[config.mk]
export PLATFORM = sky130hd
export DESIGN_NAME = srws_ctrl
export DESIGN_NICKNAME = d
export VERILOG_FILES = /design/src/hdl/srws_pkg.sv /design/src/hdl/srws_ctrl.sv
export SDC_FILE = /design/constraint.sdc
export NUM_CORES = 1
export LEC_CHECK = 0
export BUFFER_PORTS_ARGS = -buffer_cell sky130_fd_sc_hd__buf_2
export CELL_PAD_IN_SITES_DETAIL_PLACEMENT = 0
export CELL_PAD_IN_SITES_GLOBAL_PLACEMENT = 1
export CORE_AREA = 2 2 39 41
export CTS_CLUSTER_DIAMETER = 60
export DETAILED_ROUTE_END_ITERATION = 7
export DIE_AREA = 0 0 41 43
export GPL_TIMING_DRIVEN = 0
export PLACE_DENSITY = 0.54
export REMOVE_ABC_BUFFERS = 1
export SLEW_MARGIN = 20
export SYNTH_ARGS = -nofsm -noshare
export SYNTH_HDL_FRONTEND = slang
export SYNTH_SLANG_ARGS = --single-unit
export TNS_END_PERCENT = 100
[constraint.sdc]
create_clock -name clk -period 1.25 [get_ports clk]
set_clock_uncertainty 0.1 [all_clocks]
set_input_delay 0.125 -clock clk [delete_from_list [all_inputs] [get_ports clk]]
set_output_delay 0.125 -clock clk [all_outputs]
set_load 0.05 [all_outputs]
[src/hdl/srws_pkg.sv]
package srws_pkg;

	localparam int SEQ_BITS     = 32;
	localparam int WORD_BITS    = 64;
	localparam int LEN_BITS     = 11;
	localparam int FLAG_BITS    = 8;
	localparam int WS_BITS      = 7;
	localparam int SLOTS        = 64;
	localparam int SLOT_BITS    = (SLOTS > 1) ? $clog2(SLOTS) : 1;
	localparam int CNT_BITS     = $clog2(SEQ_BITS + 1);
	localparam int CFG_IDX_BITS = 8;

	localparam logic [WS_BITS-1:0] WS_RESET = WS_BITS'(SLOTS);

	localparam logic [CFG_IDX_BITS-1:0] REG_START_SEQ   = CFG_IDX_BITS'(0);
	localparam logic [CFG_IDX_BITS-1:0] REG_WINDOW_SIZE = CFG_IDX_BITS'(1);

	typedef enum logic [1:0] {
		MODE_DATA    = 2'd0,
		MODE_ACK     = 2'd1,
		MODE_SREJ    = 2'd2,
		MODE_TIMEOUT = 2'd3
	} mode_t;

	typedef enum logic [2:0] {
		ST_OK        = 3'd0,
		ST_IGNORED   = 3'd1,
		ST_FULL      = 3'd2,
		ST_ALL_ACKED = 3'd3,
		ST_BEYOND    = 3'd4
	} status_t;

	typedef enum logic [1:0] {
		KIND_DATA    = 2'd0,
		KIND_SREJ    = 2'd1,
		KIND_TIMEOUT = 2'd2,
		KIND_EOF     = 2'd3
	} kind_t;

	typedef struct packed {
		mode_t                        mode;
		logic                         frame_ok;
		logic signed [SEQ_BITS-1:0]   seq_in;
		logic        [WORD_BITS-1:0]  data_word;
		logic        [LEN_BITS-1:0]   data_len;
		logic        [FLAG_BITS-1:0]  data_flag;
		logic                         file_done;
	} item_t;

	typedef struct packed {
		status_t                      status;
		logic                         send_valid;
		kind_t                        send_kind;
		logic signed [SEQ_BITS-1:0]   send_seq;
		logic        [WORD_BITS-1:0]  send_word;
		logic        [LEN_BITS-1:0]   send_len;
		logic        [FLAG_BITS-1:0]  send_flag;
		logic                         window_open;
	} result_t;

	typedef enum logic [2:0] {
		S_IDLE,
		S_START,
		S_MOD,
		S_READ,
		S_COMMIT
	} state_t;

	typedef struct packed {
		logic load;
		logic start;
		logic read;
		logic commit;
	} cmd_t;

	typedef struct packed {
		logic mod_done;
	} stat_t;

endpackage

[src/hdl/srws_ctrl.sv]
module srws_ctrl import srws_pkg::*; (
	input  logic  clk,
	input  logic  arst_n,
	input  logic  item_valid,
	output logic  item_stall,
	output logic  result_valid,
	input  logic  result_stall,
	input  stat_t stat,
	output cmd_t  cmd
);

	state_t state_q, state_n;
	logic   out_valid_q;
	logic   out_free;

	assign out_free = !out_valid_q || !result_stall;

	always_ff @(posedge clk or negedge arst_n) begin
		if (!arst_n) begin
			state_q     <= S_IDLE;
			out_valid_q <= 1'b0;
		end else begin
			state_q <= state_n;
			if (cmd.commit) begin
				out_valid_q <= 1'b1;
			end else if (!result_stall) begin
				out_valid_q <= 1'b0;
			end
		end
	end

	always_comb begin
		state_n    = state_q;
		cmd        = '0;
		item_stall = 1'b1;
		unique case (state_q)
			S_IDLE: begin
				item_stall = 1'b0;
				if (item_valid) begin
					cmd.load = 1'b1;
					state_n  = S_START;
				end
			end
			S_START: begin
				cmd.start = 1'b1;
				state_n   = S_MOD;
			end
			S_MOD: begin
				if (stat.mod_done) begin
					state_n = S_READ;
				end
			end
			S_READ: begin
				cmd.read = 1'b1;
				state_n  = S_COMMIT;
			end
			S_COMMIT: begin
				if (out_free) begin
					cmd.commit = 1'b1;
					state_n    = S_IDLE;
				end
			end
			default: begin
				state_n = S_IDLE;
			end
		endcase
	end

	assign result_valid = out_valid_q;

endmodule

==> results of run 1 <==
[through the flow]
stage	util [%]	setup WS [ps]
final	26.9	-320
after global routing	26.9	-373
after CTS	25.7	-336
after detailed placement	18.5	-239
after global placement	18.5	-208
after floorplan	-	-742
[synthesized netlist by cell type]
library cell | instances | share of area, %
a21oi_1 | 1 | 2.6
and3b_1 | 1 | 4.5
buf_4 | 1 | 3.9
dfrtp_1 | 4 | 52
inv_1 | 1 | 1.9
mux2i_1 | 1 | 5.2
nand2_1 | 2 | 3.9
nor2_1 | 2 | 3.9
nor3_1 | 1 | 2.6
nor3b_1 | 1 | 3.9
o21bai_1 | 1 | 3.9
or3_1 | 1 | 3.2
or3b_1 | 1 | 4.5
xnor2_1 | 1 | 4.5
[repair_timing]
action                     4_1_cts  5_1_grt
setup endpoints to repair        5        5
hold endpoints to repair         4        0
hold buffers                     1        0
setup buffers                    3        2
gates resized for setup         14        1
pin swaps                        4        1
[flip-flops by register name, summed over array words and instances (netlist names)]
signal,cells
state_q,3
result_valid,1
[how the worst min path moves through the flow]
stage / endpoint / slack, ps / depth (start not counted)
3_3_place_gp: result_valid / -170 / 1
5_1_grt: result_valid / 80 / 3
2_1_floorplan: result_valid / -270 / 0
4_1_cts: result_valid / 40 / 3
6_report: result_valid / 40 / 3
3_5_place_dp: result_valid / -170 / 1
[layer usage]
metal  vias up  routed length, um  part of all wire, %
li1         99                  -                    -
met1        87                250                   49
met2        13                189                   37
met3         0                 66                   13
met4         0                  0                    0
met5         -                  0                    0
[kinds of logic (layout without fill, tap and decap cells)]
family	after synthesis	in the layout	synth area share, %
compound gates	2	2	6.45
xor+xnor	1	1	4.52
buf+inv	2	20	5.81
flops	4	4	51.6
mux	1	1	5.16
simple gates	9	9	26.5
[final cells by class]
cell class | instances | share of cell area, %
clock buffers | 3 | 6.04
inverters | 1 | 1.01
multi-input cells | 13 | 25.8
flip-flops and latches | 4 | 27.2
well taps | 16 | 5.37
repair buffers | 16 | 34.6
[worst min-delay path, stage by stage]
cell	delay, ps
buf_2	100
nand2_1	60
nand2_1	60
[layout by cell type (no fill, tap or decap), types with 2 or more instances in the layout]
cell type  count
dfrtp_1        3
buf_6          5
clkbuf_4       3
buf_2          5
buf_4          5
nand2_1        2
==> metrics.txt, run 1 <==
number of global-route vias before repair 202; Site Rows 14; global routing's busiest layer met2; Required @ worst endpoint 1020 ps; Residual DRC 0; Worst Reg-to-Reg Cells 3; CTS tree built; placed cell count 44; Setup TNS -1250 ps; num ports 11; Final period util 126%; crit path time final 1570 ps; Min-Delay Path Class in -> reg; final setup vio count 5; filler cell count 152; register area share after synthesis 51.6%; Synth cell types 14; Max Freq 637 MHz; H-tree lvl count 1; Hold Slack 44.6 ps; DIE WIDTH 41 um; Final ANT Viol Nets 0; port bufs 10; CP Capture Type primary output; Worst EP arrival 1350 ps; Max-Cap Viols 0; crit path max fanout 4; critical path class reg -> out; Max Root-Sink Buffers 2; CP peak stage delay 420 ps; RSZ-0062 raised after global routing true; Vias 199; Slew headroom 83.7%; final WL 506 um; crit-path leading delay family flip-flops; CTS root buf clkbuf_4; placed cell area 256 um2; Hold Violations, Final 0; mapped cell area 194 um2; Syn Inst Count 19; PnR worst setup slack -320 ps; routed len/inst 9.55 um; status finished with violations; CP bufs+invs 1; largest net degree at the start of global routing 5; final cell count without fillers 53; cts bufs inserted 3; initial antenna violation count 0; Pre-antenna DRT Iters 2; FF+latch count, synth 4; Avg Synthesized Cell Area 10.2 um2; Layout area overhead 92.3%; sequential cell area 101 um2; Pins Over Slew Limit 0; met3 GRT Util 7.85%; core footprint 1380 um2; initial detailed-routing violation count 1; final instance area 373 um2; M2 GR Usage 9.69%; share of cells above drive strength 1 62.2%; failing checks setup timing; Initial Util 14.0%; Die Area 1760 um2; R2R Path End state_q[2]; Setup crit start state_q[1]; Final #Nets 44; crit path cell chain or3b_4, a21oi_2, buf_6; FF-to-FF Start state_q[1]; Worst Min Path Start result_stall; Startpoint Class flop; GRT Total Usage 7.65%; yosys warns 0; footprint of the multi-input gates 96.3 um2; first-pass GRT wire length 848 um; grt met1 use 8.74%; CP max stage cell dfrtp_2; ANT cells 0; internal reg-to-reg setup slack 0 ps; measured slew at the worst slew-check pin 246 ps; DIE HEIGHT 43 um; Skew-Pair Late Insertion Delay 230 ps; Avg Vias per Cell 3.75; placer congestion estimate 0.658; Worst setup endpoint cmd[0]; Worst path depth 3; GRT Residual Overflow 0; total clock sinks 4; clock transition at the registers of the reported paths 40 ps
Power of run 1 is left out: the tool's default activity adds up to more than one toggle a clock period on the data nets, which glitch-free logic cannot reach.
==> run 2: changes to the inputs <==
- clock period: 1.25 -> 1.8 ns (I/O delays scaled with it)
==> run 2 against run 1 <==
The flow now finishes without violations. Via count is 15% lower. Die area unchanged. Non-clock buffer count shrank 5. Worst setup slack gained 410 ps. Critical path depth stayed put. Register-to-register slack better by 640 ps. Sequential share of layout area grew 6.9 points. Critical endpoint is now cmd[3]. Highest routed layer unchanged.
==> metrics.txt, run 2 (same netlist as run 1, synthesis figures left out) <==
status finished, final reports clean; GRT Residual Overflow 0 (unchanged); Worst Reg-to-Reg Cells 2 (-1); num ports 11 (unchanged); initial detailed-routing violation count 1 (unchanged); Max-Cap Viols 0 (unchanged); first-pass GRT wire length 648 um (-24%); Setup Buffers After CTS 0 (-3); internal reg-to-reg setup slack 640 ps (+640 ps); Vias 170 (-15%); total clock sinks 4 (unchanged); crit-path leading delay family simple AND/OR/NAND/NOR gates; Die Area 1760 um2 (unchanged); Setup crit start state_q[1]; routed len/inst 8.46 um (-11%); R2R Path End state_q[2]; PnR worst setup slack 88.5 ps (+409 ps); core footprint 1380 um2 (unchanged); Worst Hold Path EP result_valid; Largest Register state_q; Pre-antenna DRT Iters 2 (unchanged); Max Root-Sink Buffers 2 (unchanged); FF-to-FF Start state_q[1]; Startpoint Class flop; Worst Min Path Start result_stall; final setup vio count 0 (-5); Core Util, Final 21.2% (-5.7 points); Pins Over Slew Limit 0 (unchanged); clock transition at the registers of the reported paths 40 ps (about the same); Site Rows 14 (unchanged); Worst Hold Depth 3 (unchanged); commonest non-fill, non-tap cell in the layout buf_2; critical path class reg -> out; port bufs 10 (unchanged); Final ANT Viol Nets 0 (unchanged); crit path time final 1710 ps; Worst EP arrival 1430 ps (+80 ps); Avg Vias per Cell 3.54 (-5.7%); final WL 406 um (-20%); initial antenna violation count 0 (unchanged); largest net degree at the start of global routing 7 (+2); pre-CTS WS 256 ps (+495 ps); Hold Slack 84.4 ps (+39.7 ps); CP Capture Type primary output; Layout area overhead 51.6%; Required @ worst endpoint 1520 ps (+500 ps); Skew-Pair Late Insertion Delay 230 ps (about the same); Initial Util 14.0% (unchanged); measured slew at the worst slew-check pin 250 ps (+3.97 ps); ANT cells 0 (unchanged); Max Freq 584 MHz; CP peak stage delay 430 ps (about the same); placer congestion estimate 0.658 (unchanged); CTS root buf clkbuf_4; GRT Total Usage 6.24% (-1.4 points); Final #Nets 39 (-11%); DIE HEIGHT 43 um (unchanged); most frequent cells in the layout buf_2 (9), dfrtp_1 (4), clkbuf_4 (3); H-tree lvl count 1 (unchanged); RSZ-0062 raised after global routing false; crit path cell chain or3_1, nor2_1, buf_2; Min-Delay Path Class in -> reg; Hold Violations, Final 0 (unchanged); crit path max fanout 6 (+2); share of cells above drive strength 1 43.8% (-18 points); CTS tree built; Final period util 95.1%; cts bufs inserted 3 (unchanged); CP max stage cell dfrtp_1; Slew headroom 83.4% (-0.26 points); number of global-route vias before repair 158 (-22%); max FFs per register 3 (unchanged); Residual DRC 0 (unchanged); DIE WIDTH 41 um (unchanged); CP bufs+invs 1 (unchanged)
## run 2: changes by cell type in the layout (fill, tap and decap cells not counted), sizes merged
cell / before / now
buf: 15 / 10
## run 2: area by class of cell
type                    count  area (um2)
clock buffers               3        22.5
fillers                   155        1090
inverters                   1        3.75
multi-input cells          13        85.1
flip-flops and latches      4         100
well taps                  16        20.0
repair buffers             11        62.6
## run 2: worst max path at each step
stage               endpoint  slack, ps  cells past startpoint
floorplan             cmd[3]       -250                      2
global placement      cmd[0]        290                      3
detailed placement    cmd[0]        260                      3
CTS                   cmd[0]          3                      3
global route          cmd[0]         10                      3
finish                cmd[3]         90                      3
## run 2: per-stage QoR
step           TNS (ps)  std cells  instance area, um2
6_report              0         48                 294
2_1_floorplan      -409         18                 186
5_1_grt               0         48                 294
4_1_cts               0         48                 289
3_3_place_gp          0         44                 256
3_5_place_dp          0         44                 256
## run 2: worst min-delay path, cell delays in order
cell and delay (ps):
buf_2 80, nand2_1 60, nand2_1 60
## run 2: repair_timing
item | 4_1_cts | 5_1_grt
endpoints found under the setup margin | 0 | 1
hold buffers | 1 | 0
resized for setup | 0 | 3
hold endpoints to repair | 4 | 0
## run 2: per-layer routing
metal | GRT usage [%] | vias to the layer above | share of wire [%]
li1 | - | 89 | -
met1 | 8.44 | 70 | 56
met2 | 5.63 | 11 | 29
met3 | 7.85 | 0 | 15
met4 | 2.00 | 0 | 0
met5 | 0 | - | 0
Power of run 2 is left out for the same reason.
==> run 3: changes to the inputs <==
- HOLD_SLACK_MARGIN: unset -> 0.12
==> run 3 against run 2 <==
Maximum frequency is the same. Final area grew 3.4%. Count of clock-buffer cells in the layout is the same. Wire length grew 4.2%. Non-clock buffer count grew 1. Sequential share of layout area shrank 1.1 points. Utilization grew 0.72 points. Global-route usage grew 0.20 points. Register-to-register slack is essentially flat. Critical path type unchanged.
==> metrics.txt, run 3 (same netlist as run 1, synthesis figures left out) <==
status finished, final reports clean; placer congestion estimate 0.658 (unchanged); Residual DRC 0 (unchanged); Final ANT Viol Nets 0 (unchanged); largest net degree at the start of global routing 7 (unchanged); Startpoint Class flop; initial detailed-routing violation count 1 (unchanged); Max Root-Sink Buffers 2 (unchanged); DR top layer met3; Setup Buffers After CTS 0 (unchanged); core footprint 1380 um2 (unchanged); DIE WIDTH 41 um (unchanged); Max Freq 584 MHz (unchanged); Vias 176 (+3.5%); Pre-antenna DRT Iters 2 (unchanged); most frequent cells in the layout buf_2 (9), dfrtp_1 (4), clkbuf_4 (3); share of cells above drive strength 1 42.4% (-1.3 points); initial antenna violation count 0 (unchanged); crit path time final 1710 ps (unchanged); Min-Delay Path Class in -> reg; Required @ worst endpoint 1520 ps (about the same); final WL 423 um (+4.2%); crit path max fanout 6 (unchanged); crit-path leading delay family simple AND/OR/NAND/NOR gates; CP bufs+invs 1 (unchanged); Layout area overhead 56.8%; Hold Violations, Final 0 (unchanged); sequential cell area 100 um2 (unchanged); Die Area 1760 um2 (unchanged); Worst path depth 3 (unchanged); number of global-route vias before repair 164 (+3.8%); footprint of the multi-input gates 85.1 um2 (unchanged); RSZ-0062 raised after global routing false; Skew-Pair Late Insertion Delay 230 ps (about the same); Avg Vias per Cell 3.59 (+1.4%); total clock sinks 4 (unchanged); routed length on met1 232 um (+1.3%); commonest non-fill, non-tap cell in the layout buf_2; Site Rows 14 (unchanged); Slew headroom 83.4% (about the same); met2 wire len 132 um (+13%); Worst EP arrival 1430 ps (about the same); CTS root buf clkbuf_4; CP max stage cell dfrtp_1; GRT Total Usage 6.45% (+0.20 points); Final period util 95.1% (unchanged); clock transition at the registers of the reported paths 40 ps (about the same); Final #Nets 40 (+2.6%); Met3 Wirelength 58 um (-1.7%); port bufs 10 (unchanged); measured slew at the worst slew-check pin 251 ps (+1.00 ps); cts bufs inserted 3 (unchanged); critical path class reg -> out; first-pass GRT wire length 676 um (+4.3%); GRT Residual Overflow 0 (unchanged); CTS tree built; num ports 11 (unchanged); crit path cell chain or3_1, nor2_1, buf_2; CP peak stage delay 430 ps (about the same); Worst Hold Depth 3 (unchanged); final setup vio count 0 (unchanged); Setup TNS 0 ps (unchanged); ANT cells 0 (unchanged); CP Capture Type primary output; routed len/inst 8.63 um (+2.1%); H-tree lvl count 1 (unchanged); Initial Util 14.0% (unchanged); Worst Reg-to-Reg Cells 2 (unchanged); Largest Register state_q; max FFs per register 3 (unchanged); DIE HEIGHT 43 um (unchanged); Max-Cap Viols 0 (unchanged); filler cell count 154 (-0.65%); Pins Over Slew Limit 0 (unchanged)
## run 3: cell count changes in the layout (fill, tap and decap cells not counted), sizes merged
cell / change
dlygate4sd3: +1
## run 3: path summary, 6_finish.rpt
path	startpoint	endpoint	slack [ps]
max reg2reg	state_q[1]	state_q[2]	640
max in group asynchronous	arst_n	state_q[0]	1300
max	state_q[1]	cmd[3]	90
min reg2reg	result_valid	result_valid	420
min in group asynchronous	arst_n	state_q[2]	180
min	stat	state_q[0]	150
## run 3: metal layers
layer / vias up / track usage [%]
met5: - / 0
met4: 0 / 2.00
met3: 0 / 7.85
met2: 11 / 6.25
met1: 74 / 8.44
li1: 91 / -
## run 3: worst reg2reg max path: cells and delay by family, from the launching register on
kind             cells  cell delay (ps)
flip-flops           1              430
AO/OA/AOI/OAI        1              120
AND/OR/NAND/NOR      1              430
## run 3: cell type report
cell class                      count  area share (%)
Tap cell                           16            6.58
Sequential cell                     4            32.9
Clock buffer                        3            7.41
Timing Repair Buffer               12            23.9
Inverter                            1            1.23
Multi-Input combinational cell     13            28.0
## run 3: stage by stage
step                      instance area (um2)  util (%)  worst slack, ps  hold slack (ps)  cells
after detailed placement                  256      18.5              256             -110     44
after floorplan                           186         -             -247             -216     18
after CTS                                 299      21.6             2.66              144     49
after global routing                      304      22.0             11.1              186     49
final                                     304      22.0             88.5              147     49
after global placement                    256      18.5              287             -114     44
## run 3: what timing repair did
item | in CTS | in global routing
gates resized for setup | 0 | 3
hold buffers | 2 | 0
setup endpoints to repair | 0 | 1
hold endpoints to repair | 5 | 0
Power of run 3 is left out for the same reason.
